==> config.mk <==
export PLATFORM = sky130hd
export DESIGN_NAME = xdv_ram
export DESIGN_NICKNAME = d
export VERILOG_FILES = /design/src/rtl/core/xdv_ram.sv
export SDC_FILE = /design/constraint.sdc
export NUM_CORES = 2
export LEC_CHECK = 0
export BUFFER_PORTS_ARGS = -buffer_cell sky130_fd_sc_hd__buf_2
export CELL_PAD_IN_SITES_DETAIL_PLACEMENT = 1
export CELL_PAD_IN_SITES_GLOBAL_PLACEMENT = 1
export CORE_UTILIZATION = 35
export DETAILED_ROUTE_END_ITERATION = 8
export PLACE_DENSITY = 0.59
export SYNTH_ARGS = -nofsm -noshare
export SYNTH_HDL_FRONTEND = slang
export SYNTH_SLANG_ARGS = --single-unit
export TNS_END_PERCENT = 5
==> constraint.sdc <==
create_clock -name clk -period 4.8 [get_ports clk]
set_input_delay 0.48 -clock clk [delete_from_list [all_inputs] [get_ports clk]]
set_output_delay 0.48 -clock clk [all_outputs]
set_load 0.03 [all_outputs]
==> src/rtl/core/xdv_ram.sv <==
// Generic single-clock RAM: one write port, one read port, registered read.
// A read at the written address returns the old data. No dependencies.
module xdv_ram #(
	parameter int WIDTH = 8,
	parameter int DEPTH = 256
) (
	input  logic                     clk,
	input  logic                     we,
	input  logic [$clog2(DEPTH)-1:0] waddr,
	input  logic [WIDTH-1:0]         wdata,
	input  logic [$clog2(DEPTH)-1:0] raddr,
	output logic [WIDTH-1:0]         rdata
);

	logic [WIDTH-1:0] mem [DEPTH];

	// Write and registered read
	always_ff @(posedge clk) begin
		if (we) begin
			mem[waddr] <= wdata;
		end
		rdata <= mem[raddr];
	end

endmodule

## After elaboration in Yosys (flattened, before gate mapping)

Memories as Yosys holds them, arrays and structs flattened. A register that Yosys moved wholly into a read port is not among the register bits.
Cells that the tools add are included.

| storage, ports and cells | value |
|---|---|
| flip-flop bits (word level) | 0 |
| latch bits | 0 |
| RAM bits | 2,048 |
| memory bits (read-only) | 0 |
| input bits | 26 |
| output and inout bits | 8 |
| logic and storage cells | 3 |
| memories kept | 1 |

Memory list:

| name | depth | width | read ports | clocked after memory_dff | wr ports | line | source |
|---|---|---|---|---|---|---|---|
| mem | 256 | 8 | 1 | 1 | 1 | 15 | `logic [WIDTH-1:0] mem [DEPTH];` |

| operators by class | value |
|---|---|
| add/sub/neg operators | 0 |
| multiply operators | 0 |
| divide/modulo/power cells | 0 |
| $lt $le $gt $ge | 0 |
| equality and inequality tests | 0 |
| shift-type cells | 0 |
| muxes and demuxes | 2 |
| bitwise gates (word level) | 0 |
| reduce and logical (&&, ||, !) cells | 0 |

Operators by type and width:

| cell | count |
|---|---|
| 2-to-1 mux 1 bit | 2 |

## Logic depth before layout (Yosys ltp)

| depth | value |
|---|---|
| depth in word-level cells | 2 |
| gate-level depth with buffers | 11 |

## Worst setup path before layout

Ideal clock, no wire load.

| timing | value |
|---|---|
| path type | input to register |
| from | in raddr[0] |
| to | reg rdata[2], read port of mem |
| setup time | 131 ps |
| data arrival time | 2,287 ps |
| data required time | 4,669 ps |
| setup slack | 2,382 ps |
| stages | 9 |
| buffers on the path | 4 |
| cell sequence | buf_6 buf_12 buf_8 buf_2 mux4_2 a22oi_1 a21oi_1 nor4_1 nor4_2 |

RTL lines:

| what | line | source |
|---|---|---|
| start: declaration | 11 | `input logic [$clog2(DEPTH)-1:0] raddr,` |
| end: declaration | 12 | `output logic [WIDTH-1:0] rdata` |

==> metrics.txt <==
proportion of synthesized chip area in sequential cells 77.5%; share of synthesized flip-flops with an asynchronous set or reset 0%; Top Ports 34; gp weighted congestion 0.802; endpoint arrival time on the critical path 4.03 ns; largest net degree at the start of global routing 149; most common cell after layout, fill and taps aside sky130_fd_sc_hd__edfxtp_1; CORE AREA 225000 sq um; insertion delay to the later sink of the worst-skew pair 0.87 ns; Fmax 0.300 GHz; pre-CTS setup slack 0.693 ns; root buffer cell sky130_fd_sc_hd__clkbuf_16; detailed-router iteration count before antenna repair 5; # clock sinks 2056; die boundary height 479 microns; slew at the pin with the worst max-slew slack 1.30 ns; total placed instance area 83600 sq um; most instantiated flip-flop cell in the synthesis netlist sky130_fd_sc_hd__edfxtp_1; leading cell types by total area after synthesis sky130_fd_sc_hd__edfxtp_1, sky130_fd_sc_hd__mux4_2, sky130_fd_sc_hd__mux2i_1; via count approximately 39000; part of the total power dissipated in combinational logic around 4.9%; area share of the largest cell type after synthesis 77.3%; count of antenna-violating nets left after detailed routing 0; yosys warns 0; type of the worst setup path input pin to flop; critical path peak fanout 63; row count 174; Area growth, synth to finish 13.6%; switch share 22.2%; cells resized by post-CTS repair 0; slowest library cell on the worst path sky130_fd_sc_hd__nor4_1; multi-input combinational cell area 16500 sq um; setup fix buffers added after clock tree synthesis 0; die area 229000 sq um; CTS H-tree depth 4; wire length of the first global-routing pass 310000 microns; cell type with the highest aggregate area in the netlist sky130_fd_sc_hd__edfxtp_1; number of global-route vias before repair 40733; switching power 0.00843 W; Storage cell area 61700 sq um; RSZ-0062 raised after global routing false; flop and latch count out of synthesis 2056; horizontal die dimension 479 microns; count of flip-flops with a built-in enable after synthesis 2048; Synth Area per Inst 21.3 sq um; run status completed; number of design rule violations left after detail routing 0; total length of routed wires 217000 microns; Final Cell Area 90400 sq um; Overflow after GRT 0; effective utilization at floorplan about a third; post-route worst setup slack 1.47 ns; number of vias per cell approximately 5.5; clk slew on worst S/H paths ~0.060 ns; final clock skew 0.0489 ns; worst hold path class input pin to flop; Starting DRT DRC Count 3888; number of hold buffers added after cts 0; endpoint kind of the worst setup timing path flop; clock buffer count from CTS ~210; clock tree from TritonCTS yes; setup-violating endpoint count in the final report 0; pwr/cell area 419 nW/um^2; number of buffer cells added on primary ports 33; Setup TNS Final 0 ns; post-synthesis cell area 79600 sq um; leading cell types in the layout, fill and taps excluded sky130_fd_sc_hd__edfxtp_1, sky130_fd_sc_hd__mux4_2, sky130_fd_sc_hd__nor2_1; total count of hold-check failures in the final report 0; Final Cycle Share between 60% and 70%; type of origin of the critical path input pin; clock network fraction of total power a little over two fifths; proportion of power drawn by flip-flops and latches 52.4%; Req. time, crit path around 5.5 ns; length in cells of the worst reg-to-reg path 6; post-synth cell types 55; final-layout fill cell count roughly 21000; Cells after Synth 3733; largest buffer count on any clock path 3; max-slew violation count 0; HPWL Detailed 135000 microns; hold slack a little over 0.09 ns; Max rail drop VDD 0.330 mV; design internal power ~0.029 W; final period demand of the worst path ~3.3 ns; nets in the synthesized netlist 3759; list of cells traversed by the critical path buf_8 -> buf_4 -> or3b_2 -> o22ai_1 -> o21ai_0 -> nand3_1 -> nor4_1 -> nor4_2; number of antenna violations at the first check in global routing 12; longest individual stage delay on the worst path between 1 and 1.5 ns; leakage 27.5 nW; number of max-cap violations 0; layout cells sized above 1 about a quarter; worst rel slew slack 12.5%; wire per inst 30.7 microns; number of nets at the end of the flow 3922; total global-route track usage 18.9%; Cells on Worst Hold Path 1
kinds of logic after synthesis:
family | after synthesis | synth area share, %
multiplexers | 591 | 14.6
AND/OR/NAND/NOR | 466 | 2.63
buffers and inverters | 235 | 1.83
flip-flops | 2056 | 77.5
AO/OA/AOI/OAI | 385 | 3.42
flip-flops by register name, indices dropped and copies added, names as in the netlist:
register and flops:
mem 2048, rdata 8
Yosys cell counts (22+ instances only):
cell type and instances:
sky130_fd_sc_hd__clkbuf_1 111, sky130_fd_sc_hd__nor2b_1 31, sky130_fd_sc_hd__edfxtp_1 2048, sky130_fd_sc_hd__nand2_1 33, sky130_fd_sc_hd__mux4_2 454, sky130_fd_sc_hd__mux2i_1 134
sky130_fd_sc_hd__nor3_1 22, sky130_fd_sc_hd__o22ai_1 28, sky130_fd_sc_hd__buf_4 27, sky130_fd_sc_hd__nand3_1 34, sky130_fd_sc_hd__buf_2 31, sky130_fd_sc_hd__nor4_1 24
sky130_fd_sc_hd__o221ai_1 46, sky130_fd_sc_hd__buf_1 22, sky130_fd_sc_hd__a21oi_1 96, sky130_fd_sc_hd__nor2_1 282, sky130_fd_sc_hd__a22oi_1 133
per-stage QoR:
| stage | instances | total power [W] | util, % |
|---|---|---|---|
| after floorplan | 3733 | 0.0212 | - |
| after global placement | 6677 | 0.0221 | 37.1 |
| after detailed placement | 6677 | 0.0221 | 37.1 |
| after CTS | 7061 | 0.0382 | 40.1 |
| after global routing | 7062 | 0.0388 | 40.1 |
| final | 7064 | 0.0379 | 40.1 |
layer usage:
metal	wire (microns)	global-route usage, %
met5	12	0
met4	4700	4.52
met3	12100	3.09
met2	105000	30.8
met1	95000	26.4
layout make-up:
class	instances	share of cell area [%]
inverters	2	0.00831
repair buffers	185	1.82
multi-input cells	1442	18.3
diodes	3	0.00831
clock buffers	255	6.03
flip-flops and latches	2056	68.2
well taps	2992	4.14
clock inverters	129	1.49
critical path: cells and delay by family:
kind | cells | cell delay [ns]
compound gates | 2 | 0.67
simple gates | 4 | 1.81
buf+inv | 2 | 0.91
power groups by stage:
stage                     clock (W)  sequential [W]  combinational (W)
after detailed placement          0          0.0202            0.00190
after CTS                    0.0164          0.0198            0.00190
final                        0.0162          0.0198            0.00187
after global routing         0.0170          0.0198            0.00197
after floorplan                   0          0.0202           0.000961
after global placement            0          0.0202            0.00187
worst paths after layout:
kind	from	endpoint	slack [ns]
worst min-delay path	wdata[6]	mem[154][6]$_DFFE_PP_	0.09
worst min register to register	mem[40][3]$_DFFE_PP_	rdata[3]$_DFF_P_	0.99
worst max register to register	mem[80][5]$_DFFE_PP_	rdata[5]$_DFF_P_	1.90
worst max-delay path	raddr[1]	rdata[2]$_DFF_P_	1.47
No activity file was read; power rests on OpenSTA's default activity.
